--- config.mk ---
export PLATFORM = sky130hd
export DESIGN_NAME = svang_cell
export DESIGN_NICKNAME = d
export VERILOG_FILES = /design/src/rtl/svang_pkg.sv /design/src/rtl/svang_cell.sv
export SDC_FILE = /design/constraint.sdc
export NUM_CORES = 1
export LEC_CHECK = 0
export BUFFER_PORTS_ARGS = -buffer_cell sky130_fd_sc_hd__buf_2
export CAP_MARGIN = 20
export CORE_MARGIN = 4
export CORE_UTILIZATION = 45
export DETAILED_ROUTE_END_ITERATION = 8
export HOLD_SLACK_MARGIN = 0.1
export PLACE_DENSITY = 0.68
export SYNTH_ARGS = -nofsm -noshare
export SYNTH_HDL_FRONTEND = slang
export SYNTH_SLANG_ARGS = --single-unit
export TNS_END_PERCENT = 30
--- constraint.sdc ---
create_clock -name i_clk -period 4.9 [get_ports i_clk]
set_input_delay 0.245 -clock i_clk [delete_from_list [all_inputs] [get_ports i_clk]]
set_output_delay 0.245 -clock i_clk [all_outputs]
set_load 0.005 [all_outputs]
--- src/rtl/svang_pkg.sv ---
`timescale 1ns / 1ps
// ----------------------------------------------------------------------------
// svang_pkg
// Shared types, widths and constants for the signed vector angle block.
// ----------------------------------------------------------------------------
package svang_pkg;

    // Angle accumulator in degrees * 2^16, signed.
    localparam int ZW          = 25;
    // Result angle in degrees * 2^8, signed.
    localparam int ANGLE_W     = 17;
    localparam int OUT_TW      = ((ANGLE_W + 7) / 8) * 8;
    localparam int FRAC_DROP   = 8;
    localparam int ATAN_ENTRIES = 24;

    localparam logic signed [ZW-1:0]      Z_QUARTER = ZW'(90 * 65536);
    localparam logic signed [ZW-1:0]      Z_ROUND   = ZW'(128);
    localparam logic [ANGLE_W-1:0]        ANGLE_MAX = ANGLE_W'(46080);
    localparam logic [ANGLE_W-1:0]        ANGLE_NEG_MAX = ANGLE_W'(46079);

    // atan(2^-i) in degrees * 2^16, rounded to nearest
    localparam logic signed [ZW-1:0] ATAN_DEG16 [ATAN_ENTRIES] = '{
        ZW'(2949120), ZW'(1740967), ZW'(919879), ZW'(466945),
        ZW'(234379),  ZW'(117304),  ZW'(58666),  ZW'(29335),
        ZW'(14668),   ZW'(7334),    ZW'(3667),   ZW'(1833),
        ZW'(917),     ZW'(458),     ZW'(229),    ZW'(115),
        ZW'(57),      ZW'(29),      ZW'(14),     ZW'(7),
        ZW'(4),       ZW'(2),       ZW'(1),      ZW'(0)
    };

    // Flags that ride along with each transaction through the chain
    typedef struct packed {
        logic neg;   // exact cross product is negative
        logic zero;  // one of the two vectors is (0,0)
    } t_side;

endpackage

--- src/rtl/svang_cell.sv ---
`timescale 1ns / 1ps
// ----------------------------------------------------------------------------
// svang_cell
// One CORDIC vectoring micro-rotation with its own pipeline register.
// ----------------------------------------------------------------------------
module svang_cell #(
    parameter int XW    = 35,
    parameter int STAGE = 0
) (
    input  logic                            i_clk,
    input  logic                            i_rst_n,
    input  logic                            i_valid,
    output logic                            o_ready,
    input  logic signed [XW-1:0]            i_x,
    input  logic signed [XW-1:0]            i_y,
    input  logic signed [svang_pkg::ZW-1:0] i_z,
    input  svang_pkg::t_side                i_side,
    output logic                            o_valid,
    input  logic                            i_ready,
    output logic signed [XW-1:0]            o_x,
    output logic signed [XW-1:0]            o_y,
    output logic signed [svang_pkg::ZW-1:0] o_z,
    output svang_pkg::t_side                o_side
);

    logic                            r_valid;
    logic signed [XW-1:0]            r_x, r_y, n_x, n_y;
    logic signed [svang_pkg::ZW-1:0] r_z, n_z;
    svang_pkg::t_side                r_side;
    logic signed [XW-1:0]            w_xs, w_ys;
    logic                            w_take;

    assign o_ready = !r_valid || i_ready;
    assign w_take  = i_valid && o_ready;

    // Rotate toward the x axis; both updates use the old x and y
    always_comb begin
        w_xs = i_x >>> STAGE;
        w_ys = i_y >>> STAGE;
        if (!i_y[XW-1]) begin
            n_x = i_x + w_ys;
            n_y = i_y - w_xs;
            n_z = i_z + svang_pkg::ATAN_DEG16[STAGE];
        end else begin
            n_x = i_x - w_ys;
            n_y = i_y + w_xs;
            n_z = i_z - svang_pkg::ATAN_DEG16[STAGE];
        end
    end

    always_ff @(posedge i_clk) begin
        if (!i_rst_n) begin
            r_valid <= 1'b0;
        end else if (o_ready) begin
            r_valid <= i_valid;
        end
    end

    always_ff @(posedge i_clk) begin
        if (w_take) begin
            r_x    <= n_x;
            r_y    <= n_y;
            r_z    <= n_z;
            r_side <= i_side;
        end
    end

    assign o_valid = r_valid;
    assign o_x     = r_x;
    assign o_y     = r_y;
    assign o_z     = r_z;
    assign o_side  = r_side;

endmodule

==> Word-level counts from Yosys, hierarchy flattened <==
Index checks and enable logic that the tools add are counted.
{ "word_totals": {"ff_bits": 98, "inputBits": 101, "word_cells": 17} }
{ "classes": {"n_addsub": 5, "muxes": 3, "n_reduce_logical": 3} }
{ "ops": {"columns": ["operator", "n"], "rows": [
  ["$mux W35", 2],
  ["$sub A35 B35 Y35", 2],
  ["$add A35 B35 Y35", 1],
  ["$add A25 B23 Y25 const B", 1],
  ["$mux W25", 1],
  ["$sub A25 B23 Y25 const B", 1],
  ["$logic_and A1 B1 Y1", 1],
  ["$logic_not A1 Y1", 1],
  ["$logic_or A1 B1 Y1", 1]
]} }

==> Logic depth before layout (Yosys ltp) <==
{ "depth": {"ltp_word": 3, "mapped_depth": 13, "depth_no_buf": 12} }

==> Worst setup path before layout <==
Ideal clock, no wire load.
{ "synth_timing": {"path_kind": "reg-to-reg", "startpoint": "reg r_valid, in the netlist o_valid", "endpoint": "reg r_side (netlist bit o_side[0]) (enable)", "setup_time_ns": 0.466, "arrival_time_ns": 2.665, "setup_slack_ns": 1.770, "stages_incl_launch_ff": 3, "path_buffers": 0, "cell_sequence": "dfxtp_1 nand2b_1 and2_1"} }
{ "synth_via": {"elab_chain_len": 3} }
{ "synth_lines": {"columns": ["item", "line", "text"], "rows": [
  ["start, declared", "svang_cell.sv:26", "logic r_valid;"],
  ["start signal, assigned", "svang_cell.sv:55", "r_valid <= i_valid;"],
  ["$logic_not A1 Y1", "svang_cell.sv:33", "assign o_ready = !r_valid || i_ready;"],
  ["$logic_or A1 B1 Y1", "svang_cell.sv:33", null],
  ["net o_ready", "svang_cell.sv:13", "output logic o_ready,"],
  ["$logic_and A1 B1 Y1", "svang_cell.sv:34", "assign w_take = i_valid && o_ready;"],
  ["net w_take", "svang_cell.sv:31", "logic w_take;"],
  ["end signal, assigned", "svang_cell.sv:64", "r_side <= i_side;"],
  ["end, declared", "svang_cell.sv:29", "svang_pkg::t_side r_side;"]
]} }
The timed path passes the listed nets, and every way through them passes these cells.
A chain may end at the register's enable or synchronous reset.

==> Final worst setup path <==
{ "layout_timing": {"startpoint": "in i_x[17]", "endpoint": "reg r_y[31], in the netlist o_y[31], data pin"} }
{ "layout_via": {"elab_chain_len": 2, "word_cells_on_any_way": 3, "classes_between": "add/sub: 2; mux: 1"} }
{ "layout_lines": {"columns": ["item", "line", "text"], "rows": [
  ["start, declared", "svang_cell.sv:14", "input logic signed [XW-1:0] i_x,"],
  ["$sub A35 B35 Y35 or $add A35 B35 Y35 (tied branches)", "svang_cell.sv:42, svang_cell.sv:46", null],
  ["$mux W35 (*)", "svang_cell.sv:40", "if (!i_y[XW-1]) begin"],
  ["net n_y[31]", "svang_cell.sv:27", "logic signed [XW-1:0] r_x, r_y, n_x, n_y;"],
  ["end signal, assigned", "svang_cell.sv:62", "r_y <= n_y;"],
  ["end, declared", "svang_cell.sv:27", null]
]} }
Mark *: on every way through the listed nets, which the timed path passes. The rest lies on a longest branch.

==> results.yml <==
worst_hold_path:
  worstHoldStart: "i_rst_n"
  hp-class: "in2reg"
  min_to: "o_valid$_SDFFE_PN0N_"
  whs_path_depth: 2
setup_path:
  crit_family: "compound AO/OA/AOI/OAI gates"
  ff2ff_setup_slack_ns: 2.83
  reg2reg_to: "o_y[22]$_DFFE_PP_"
  required_ns: 5.01
  cp_data_arrival_time_ns: 3.43
  critPathSlowestCell: "ha_1"
  crit_chain: "buf_2 -> inv_1 -> ha_1 -> nand4_1 -> or4_1 -> a211o_1 -> o211a_1 -> o21a_1 -> o21ba_1 -> o21ai_1 -> a22oi_1 -> xnor2_1"
  worst-path-buf-inv: 2
  path_depth: 12
  critical_path.startpoint: "i_x[17]"
  endpoint_kind: "flip-flop"
  startpoint_type: "primary input"
  critPathKind: "in2reg"
  r2r_cells: 3
  rr_startpoint: "o_valid$_SDFFE_PN0N_"
  max_stage_delay_ns: 0.71
  crit_fanout: 18
global_route:
  grt_pass1_wl_um: 47000
  grtUsageTotal_pct: 24.8
  grt_max_degree: 85
  grt_overflow: 0
  first_global_vias: 8702
  antenna_found_initial: 0
final_layout:
  syn_to_final_growth_pct: 17.3
  final_nets: 1483
  multi_input_area_um2: 5880
  drive_gt1_share_pct: 19.0
  seqCellArea_um2: 2900
  fin_area_um2: 11100
  stdcell_count: 1545
  fillers: 1928
clock_network:
  tritoncts: "built"
  cts_max_level: 3
  cts_buffers: 9
  cts.sinks: 97
  clk_latency_ns: 0.36
  clockRootBuffer: "clkbuf_16"
  cts_buffer_depth: 2
  clkTransAtPathRegs_ns: 0.08
timing:
  skew_ns: 0.0107
  slew_violations: 0
  worst_pin_slew_ns: 0.981
  setup_ws_ns: 1.58
  period_minus_slack_ns: 3.32
  finalCritPeriodShare_pct: 67.7
  max-slew-margin-rel_pct: 34.6
  fin_setup_tns_ns: 0
  fmax_ghz: 0.301
  setup_violations: 0
  grt_setup_unrepaired: "false"
  finalHoldViolations: 0
routing:
  wl_per_cell_um: 19.2
  first_pass_iters: 5
  drc: 0
  ant_nets: 0
  vias: 8844
  finalWirelength_um: 29700
  viasPerCell: 5.72
  drtIter0Drc: 809
synth:
  synth_most_common_cell: "a21oi_1"
  ys_seq_area_share_pct: 30.8
  synth_nets: 1299
  synth_seq_cells: 97
  yosys_warnings: 0
  yosysTopAreaCellShare_pct: 30.6
  ys_top_cells_by_area: "edfxtp_1, ha_1, a21oi_1"
  synth_edf_count: 96
  synth_common_cells: "a21oi_1, ha_1, inv_1"
  netlist_area_um2: 9420
  synth_cell_types: 77
  ys_async_sr_fraction_pct: 0
  synth_ff_type: "edfxtp_1"
  syn_inst: 1085
  synth_top_area_cell: "edfxtp_1"
  avgSynthCellArea_um2: 8.68
floorplan:
  rows: 52
  dieHeight_um: 153
  io_pins: 200
  dieWidth_um: 153
  initial_utilization_pct: 46.1
  coreArea_um2: 20400
  dieArea_um2: 23300
placement:
  hpwlAfterDp_um: 23300
  port-buffer-count: 199
  placedCellCount: 1510
  gp_congestion: 0.962
  place_worst_setup_slack_ns: 1.28
  place_area_um2: 10600
status:
  status: "finished, final reports clean"
pwr:
  vdd_drop_max_mv: 0.152
  p_leak_nw: 4.95
  powerDensity_nw_per_um2: 260
job:
  cap_viol_max_count: 0
-- worst max path at each step --
stage	end	slack [ns]
after CTS	o_y[31]$_DFFE_PP_	1.66
after global placement	o_y[31]$_DFFE_PP_	1.27
after detailed placement	o_y[31]$_DFFE_PP_	1.28
final	o_y[31]$_DFFE_PP_	1.58
after global routing	o_y[31]$_DFFE_PP_	1.46
after floorplan	o_side[0]$_DFFE_PP_	1.77
-- what timing repair did --
item                                   4_1_cts  5_1_grt
hold buffers                                18        0
resized for setup                            0        0
buffers inserted                             0        0
endpoints found under the hold margin       18        0
-- registers in the layout, indices dropped and copies added, names as in the netlist --
signal   count
o_x         34
o_y         35
o_z         25
o_valid      1
o_side       2
-- where the power goes --
part	internal [W]	switching (W)
combinational	0.000426	0.000660
sequential	0.00106	0.0000242
clock	0.000354	0.000357
-- per-stage QoR --
stage	util (%)	power, W	hold WS (ns)
final	54.1	0.00288	0.138
after global routing	54.1	0.00304	0.146
after CTS	54.1	0.00289	0.134
after detailed placement	51.8	0.00216	0.424
after global placement	51.8	0.00215	0.422
after floorplan	-	0.00179	0.344
-- cells in the final DEF, fill, tap and decap left out, drive strengths merged, types with 14 or more instances in the layout --
| cell type | n |
|---|---|
| buf | 206 |
| o21ai | 79 |
| a21o | 28 |
| nand4 | 16 |
| dlygate4sd3 | 18 |
| xnor2 | 60 |
| a211oi | 16 |
| nand2 | 54 |
| nor2 | 88 |
| nor3 | 18 |
| a21oi | 123 |
| ha | 109 |
| inv | 112 |
| o21bai | 23 |
| xor2 | 14 |
| nor2b | 17 |
| o31ai | 14 |
| edfxtp | 96 |
| mux2i | 17 |
-- per-layer routing --
metal  vias to the layer above  part of all wire, %  GRT usage (%)
met2                       382                   46           40.1
met1                      4133                   45           34.3
met3                        49                  6.7           3.89
met5                         -                    0              0
met4                         0                  2.6           7.76
li1                       4280                    -              -
-- cells by family after synthesis --
kind of cell	synth area share, %
flip-flops	30.8
buffers and inverters	6.79
adder cells (fa/ha/maj)	15.3
AND/OR/NAND/NOR	12.9
XOR/XNOR	6.88
AO/OA/AOI/OAI	25.4
multiplexers	1.93
-- final cells by class --
class,count,area share [%]
multi-input cells,827,53.2
flip-flops and latches,97,26.3
repair buffers,224,11.1
inverters,110,3.76
well taps,270,3.06
clock buffers,9,2.04
clock inverters,7,0.555
diodes,1,0.0226
Note: power is estimated with default switching activity, not from simulation.
