**src/rtl/svang_pkg.sv**
```systemverilog
`timescale 1ns / 1ps
// ----------------------------------------------------------------------------
// svang_pkg
// Shared types, widths and constants for the signed vector angle block.
// ----------------------------------------------------------------------------
package svang_pkg;

    // Angle accumulator in degrees * 2^16, signed.
    localparam int ZW          = 25;
    // Result angle in degrees * 2^8, signed.
    localparam int ANGLE_W     = 17;
    localparam int OUT_TW      = ((ANGLE_W + 7) / 8) * 8;
    localparam int FRAC_DROP   = 8;
    localparam int ATAN_ENTRIES = 24;

    localparam logic signed [ZW-1:0]      Z_QUARTER = ZW'(90 * 65536);
    localparam logic signed [ZW-1:0]      Z_ROUND   = ZW'(128);
    localparam logic [ANGLE_W-1:0]        ANGLE_MAX = ANGLE_W'(46080);
    localparam logic [ANGLE_W-1:0]        ANGLE_NEG_MAX = ANGLE_W'(46079);

    // atan(2^-i) in degrees * 2^16, rounded to nearest
    localparam logic signed [ZW-1:0] ATAN_DEG16 [ATAN_ENTRIES] = '{
        ZW'(2949120), ZW'(1740967), ZW'(919879), ZW'(466945),
        ZW'(234379),  ZW'(117304),  ZW'(58666),  ZW'(29335),
        ZW'(14668),   ZW'(7334),    ZW'(3667),   ZW'(1833),
        ZW'(917),     ZW'(458),     ZW'(229),    ZW'(115),
        ZW'(57),      ZW'(29),      ZW'(14),     ZW'(7),
        ZW'(4),       ZW'(2),       ZW'(1),      ZW'(0)
    };

    // Flags that ride along with each transaction through the chain
    typedef struct packed {
        logic neg;   // exact cross product is negative
        logic zero;  // one of the two vectors is (0,0)
    } t_side;

endpackage

```
**src/rtl/svang_front.sv**
```systemverilog
`timescale 1ns / 1ps
// ----------------------------------------------------------------------------
// svang_front
// Forms cross and dot products, then the pre-rotated CORDIC start vector.
// ----------------------------------------------------------------------------
module svang_front #(
    parameter int COORD_WIDTH = 16,
    parameter int XW          = 35
) (
    input  logic                          i_clk,
    input  logic                          i_rst_n,
    input  logic                          i_valid,
    output logic                          o_ready,
    input  logic signed [COORD_WIDTH-1:0] i_mx,
    input  logic signed [COORD_WIDTH-1:0] i_my,
    input  logic signed [COORD_WIDTH-1:0] i_bx,
    input  logic signed [COORD_WIDTH-1:0] i_by,
    output logic                          o_valid,
    input  logic                          i_ready,
    output logic signed [XW-1:0]          o_x,
    output logic signed [XW-1:0]          o_y,
    output logic signed [svang_pkg::ZW-1:0] o_z,
    output svang_pkg::t_side              o_side
);

    localparam int PW = 2 * COORD_WIDTH;
    localparam int WS = (PW > 60) ? (PW - 60) : 0;

    // stage 1: products
    logic                 r_v1;
    logic signed [PW-1:0] r_p1, r_p2, r_d1, r_d2;
    logic                 r_zero1;
    logic                 w_rdy1, w_take1;

    // stage 2: start vector
    logic                           r_v2;
    logic signed [XW-1:0]           r_x, r_y, n_x, n_y;
    logic signed [svang_pkg::ZW-1:0] r_z, n_z;
    svang_pkg::t_side               r_side;
    logic                           w_rdy2, w_take2, w_neg;
    logic signed [PW-1:0]           w_hi, w_lo;
    logic signed [XW-1:0]           w_cross, w_dot;

    assign w_rdy2  = !r_v2 || i_ready;
    assign w_rdy1  = !r_v1 || w_rdy2;
    assign w_take1 = i_valid && w_rdy1;
    assign w_take2 = r_v1 && w_rdy2;
    assign o_ready = w_rdy1;

    always_ff @(posedge i_clk) begin
        if (!i_rst_n) begin
            r_v1 <= 1'b0;
        end else if (w_rdy1) begin
            r_v1 <= i_valid;
        end
    end

    always_ff @(posedge i_clk) begin
        if (w_take1) begin
            r_p1    <= PW'(i_bx) * PW'(i_my);
            r_p2    <= PW'(i_by) * PW'(i_mx);
            r_d1    <= PW'(i_bx) * PW'(i_mx);
            r_d2    <= PW'(i_by) * PW'(i_my);
            r_zero1 <= ((i_mx == '0) && (i_my == '0)) || ((i_bx == '0) && (i_by == '0));
        end
    end

    // Order the cross terms so the magnitude never goes negative
    always_comb begin
        w_neg   = (r_p1 < r_p2);
        w_hi    = w_neg ? r_p2 : r_p1;
        w_lo    = w_neg ? r_p1 : r_p2;
        w_cross = XW'(w_hi >>> WS) - XW'(w_lo >>> WS);
        w_dot   = XW'(r_d1 >>> WS) + XW'(r_d2 >>> WS);
        if (w_dot[XW-1]) begin
            // turn by -90 degrees into the right half plane
            n_x = w_cross;
            n_y = -w_dot;
            n_z = svang_pkg::Z_QUARTER;
        end else begin
            n_x = w_dot;
            n_y = w_cross;
            n_z = '0;
        end
    end

    always_ff @(posedge i_clk) begin
        if (!i_rst_n) begin
            r_v2 <= 1'b0;
        end else if (w_rdy2) begin
            r_v2 <= r_v1;
        end
    end

    always_ff @(posedge i_clk) begin
        if (w_take2) begin
            r_x         <= n_x;
            r_y         <= n_y;
            r_z         <= n_z;
            r_side.neg  <= w_neg;
            r_side.zero <= r_zero1;
        end
    end

    assign o_valid = r_v2;
    assign o_x     = r_x;
    assign o_y     = r_y;
    assign o_z     = r_z;
    assign o_side  = r_side;

endmodule

```
**config.mk**
```make
export PLATFORM = sky130hd
export DESIGN_NAME = svang_front
export DESIGN_NICKNAME = d
export VERILOG_FILES = /design/src/rtl/svang_pkg.sv /design/src/rtl/svang_front.sv
export SDC_FILE = /design/constraint.sdc
export NUM_CORES = 2
export LEC_CHECK = 0
export BUFFER_PORTS_ARGS = -buffer_cell sky130_fd_sc_hd__buf_2
export CAP_MARGIN = 20
export CORE_MARGIN = 10
export CORE_UTILIZATION = 24
export DETAILED_ROUTE_END_ITERATION = 6
export PLACE_DENSITY = 0.42
export SYNTH_ARGS = -nofsm -noshare
export SYNTH_HDL_FRONTEND = slang
export SYNTH_SLANG_ARGS = --single-unit
```
**constraint.sdc**
```tcl
create_clock -name i_clk -period 12.65 [get_ports i_clk]
set_clock_uncertainty 0.1 [all_clocks]
set_input_delay 3.795 -clock i_clk [delete_from_list [all_inputs] [get_ports i_clk]]
set_output_delay 3.795 -clock i_clk [all_outputs]
set_load 0.1 [all_outputs]
```
# == Word-level counts from Yosys, hierarchy flattened ==
# Cells that the tools add are included.
# op_classes
n_addsub,3
multipliers,4
order_cmp,1
muxes,5
n_reduce_logical,13
# op_table
cell,count
multiplier 16 x 16 -> 32 bit,4
zero test 16 bit,4
two-way mux 32 bit,2
two-way mux 35 bit,1
negation 33 -> 35 bit,1
two-way mux 34 bit,1
adder 32 x 32 -> 33 bit,1
subtractor 32 x 32 -> 33 bit,1
less-than comparator 32 bit,1
two-way mux 23 bit,1
logical AND 1 bit,4
logical OR 1 bit,3
zero test 1 bit,2
# totals
reg_bits,228
in_bits,68
output_inout_bits,99
elab_cells,39

# == Logic depth before layout (Yosys ltp) ==
# depth
word_depth,4
ltp_mapped,28
ltp_nobuf,27

# == Worst setup path after synthesis ==
# Ideal clock, no wire load.
# synth_timing
path_type,input port to flip-flop
from,in i_my[1]
to,"reg r_d2[30], data pin"
setup_ns,0.265
arrival_time_ns,9.713
required_ns,12.285
path_slack_ns,2.571
stages,22
n_path_buf,1
cell_sequence,clkbuf_1 nand2_1 fa_1 fa_1 fa_1 fa_1 inv_1 fa_1 fa_1 ha_1 a211oi_1 nand2b_1 o311ai_0 a21oi_1 o41ai_1 o21ai_0 nor4_1 o41ai_1 a21o_1 a21oi_1 o21ai_0 xor2_1
# synth_between
elab_chain_cells,1
# synth_lines
element,line_no,source
from (decl),svang_front.sv:15,"input logic signed [COORD_WIDTH-1:0] i_my,"
multiplier 16 x 16 -> 32 bit,svang_front.sv:63,r_d2 <= PW'(i_by) * PW'(i_my);
to (signal assigned),svang_front.sv:63,
to (decl),svang_front.sv:31,"logic signed [PW-1:0] r_p1, r_p2, r_d1, r_d2;"
# No other way between the ends.
# A chain may end at the register's enable or synchronous reset.

# == Worst setup path after layout ==
# layout_timing
from,in i_by[5]
to,"reg r_d2[30], data pin"
# layout_between
elab_chain_cells,1
# layout_lines
element,line_no,source
from (decl),svang_front.sv:17,"input logic signed [COORD_WIDTH-1:0] i_by,"
multiplier 16 x 16 -> 32 bit,svang_front.sv:63,
# No other way between the ends.

==> impl_metrics.yaml <==
sta:
  worst_pin_slew_ps: 1040
  relSlewSlack: 0.300
  max_freq_mhz: 91.5
  min_period_over_period: 0.864
  final_hold_viol_count: 0
  period_needed_ps: 10930
  rsz0062_at_grt: "false"
  slew_violations: 0
  finalSetupTns_ps: 0
  fin_ws_ps: 1720
  finalSetupViolCount: 0
hold_path:
  holdPathStages: 0
  hold_path_class: "flop to flop"
  min_to: "o_side[0]"
  holdCritStartpoint: "r_zero1"
global_routing:
  grt_max_degree: 69
  grt_pass1_vias: 39212
  grt_pass1_wl_um: 249000
  antenna_found_initial: 31
  overflow: 0
  grt_usage: 0.142
setup_path:
  crit_fanout: 25
  r2r_start: "r_p2[31]"
  critPathKind: "primary input to flop"
  worstSetupEndpointType: "flop"
  crit_chain: "buf_2, and2_1, fa_1, inv_1, fa_1, fa_1, fa_1, inv_1, fa_1, fa_1, ha_1, a211oi_1, nand2b_1, o311ai_0, a21oi_1, o41ai_1, o21ai_0, nor4_1, o41ai_1, a21o_1, a21oi_1, o21ai_0, xor2_1"
  cpMostUsedCell: "fa_1"
  r2r_end: "o_x[30]"
  r2r_cells: 19
  r2r_slack_ps: 6850
  start_kind: "primary input"
  crit_required_ps: 12910
  slowest_stage: "fa_1"
  critical_path_arrival_ps: 11190
  startpoint: "i_by[5]"
  cp_slowest_stage_delay_ps: 570
cells_and_area:
  seqCellArea_mm2: 0.00605
  fillers: 22782
  multi_input_area_mm2: 0.0394
  nets: 6959
  instances_no_fill: 8302
  drive_above_1_share: 0.0598
  areaGrowthSynthToFinish_pct: 9.32
placement:
  placed_cells: 8240
  portBuffers: 145
  place_ws_ps: 1020
  dp_hpwl_um: 133000
  place.gp.congestion: 0.849
floorplan:
  dieHeight_um: 481
  fp-row-count: 169
  die_w_um: 481
  core-area_mm2: 0.212
  io_pins: 167
  die_area_mm2: 0.231
  initial_core_util: 0.241
detailed_routing:
  num_vias: 35647
  routed_wl_um: 162000
  detail-route-antenna-nets: 0
  drt-initial-drc-count: 2207
  wl_per_cell_um: 19.5
  viasPerCell: 4.29
  drcViolationCount: 0
  first_pass_iters: 7
clock_tree:
  cts.sinks: 202
  numCtsBuffers: 27
  clockBufferDepth: 3
  insertion_delay_ps: 640
  cts-root-buf: "clkbuf_16"
  cts_tree: "built"
  cts_resized: 0
  ctsHoldBuffers: 0
  clk_pin_slew_ps: 60
  post_cts_buffers: 0
  htreeDepth: 1
synthesis:
  yosysSeqAreaShare: 0.119
  synth_cells: 5439
  yosys.cell_types.count: 93
  synth_area_leader_cell: "fa_1"
  synth_area_leaders: "fa_1, edfxtp_1, ha_1, inv_1, and2_1"
  ys_ff_latch: 202
  synth_edf_count: 200
  ys_warn_count: 0
  syn_area_mm2: 0.0510
  synth-async-reset-ratio: 0
  synth_top_area_frac: 0.412
  synth_flop_cell: "edfxtp_1"
  syn_avg_cell_area_um2: 9.37
run:
  maxCapViolations: 0
outcome:
  run_status: "finished clean"
[metal layers]
metal  up-vias  part of all wire  track usage
li1      16517                 -            -
met1     18187              0.47        0.199
met2       770              0.44        0.222
met3       165             0.060       0.0254
met4         8             0.033       0.0396
met5         -           0.00038            0
[cells in the mapped netlist (8+ instances only)]
library cell / instances
nand2_1: 608
mux2_2: 8
and3_1: 14
mux2i_1: 9
fa_1: 1049
and2_1: 489
o21a_1: 14
o21bai_1: 24
o31ai_1: 9
nor3_1: 37
nor2b_1: 36
buf_4: 31
or3_1: 25
inv_1: 1213
xor2_1: 59
a21o_1: 60
a211oi_1: 15
o22ai_1: 15
nor2_1: 162
a21oi_1: 165
nand3_1: 41
o21ai_0: 99
edfxtp_1: 200
nand4_1: 24
clkbuf_1: 208
or2_2: 11
xnor2_1: 164
o21ai_1: 16
a31oi_1: 19
nor4_1: 22
nand2b_1: 57
ha_1: 394
buf_2: 15
[cells by family (layout without fill, tap and decap cells)]
family                     after synthesis  count (layout)  synth area share
and+or+nand+nor                       1558            1558             0.154
buffers and inverters                 1475            1483             0.111
adders and majority gates             1443            1443             0.509
AOI/OAI and AO/OA                      520             520            0.0655
xor gates and xnor gates               223             223            0.0383
DFF                                    202             202             0.119
muxes                                   17              17           0.00354
other                                    1              35         0.0000736
[layout by cell type, fill, tap and decap left out, drive strengths merged, types with 9 or more instances in the layout]
master  netlist  layout
a211oi       17      17
a21o         60      60
a21oi       169     169
a31oi        21      21
and2        489     489
and3         15      15
buf          52     221
clkbuf      209      31
conb          1      21
diode         0      14
edfxtp      200     200
fa         1049    1049
ha          394     394
inv        1213    1219
mux2i         9       9
nand2       610     610
nand2b       57      57
nand3        44      44
nand4        25      25
nor2        163     163
nor2b        36      36
nor3         38      38
nor4         23      23
o21a         14      14
o21ai       120     120
o21bai       24      24
o22ai        15      15
o31ai        10      10
or2          12      12
or3          27      27
xnor2       164     164
xor2         59      59
[per-stage QoR]
stage / util / hold slack (ps) / area (µm²)
after floorplan: - / 300 / 51000
final: 0.263 / 331 / 55700
after global routing: 0.263 / 359 / 55700
after global placement: 0.259 / 310 / 54800
after CTS: 0.263 / 333 / 55700
after detailed placement: 0.259 / 317 / 54800
[critical path, delay by kind of cell]
kind,cells,cell delay [ps]
adders and majority gates,7,3100
and+or+nand+nor,3,700
xor gates and xnor gates,1,160
buffers and inverters,3,660
AOI/OAI and AO/OA,9,2750
[how the worst max path moves through the flow]
| stage | endpoint | slack, ps |
|---|---|---|
| finish | r_d2[30] | 1720 |
| floorplan | r_d2[30] | 2570 |
| CTS | r_d2[30] | 1690 |
| global placement | r_d2[30] | 1220 |
| detailed placement | r_d2[30] | 1020 |
| global route | r_d2[30] | 1160 |
[state kept, by name, summed over array words and instances (netlist names)]
name     flops
o_y         35
o_x         33
r_d1        32
r_d2        32
r_p1        32
r_p2        32
o_side       2
o_valid      1
o_z          1
r_v1         1
r_zero1      1
[area by class of cell]
class | instances | area share
flip-flops and latches | 202 | 0.109
inverters | 1214 | 0.0818
clock buffers | 31 | 0.0124
multi-input cells | 3782 | 0.706
clock inverters | 17 | 0.00350
repair buffers | 221 | 0.0233
diodes | 14 | 0.000629
well taps | 2821 | 0.0634
Power is left out: the tool's default activity adds up to more than one toggle a clock period on the data nets, which glitch-free logic cannot reach.
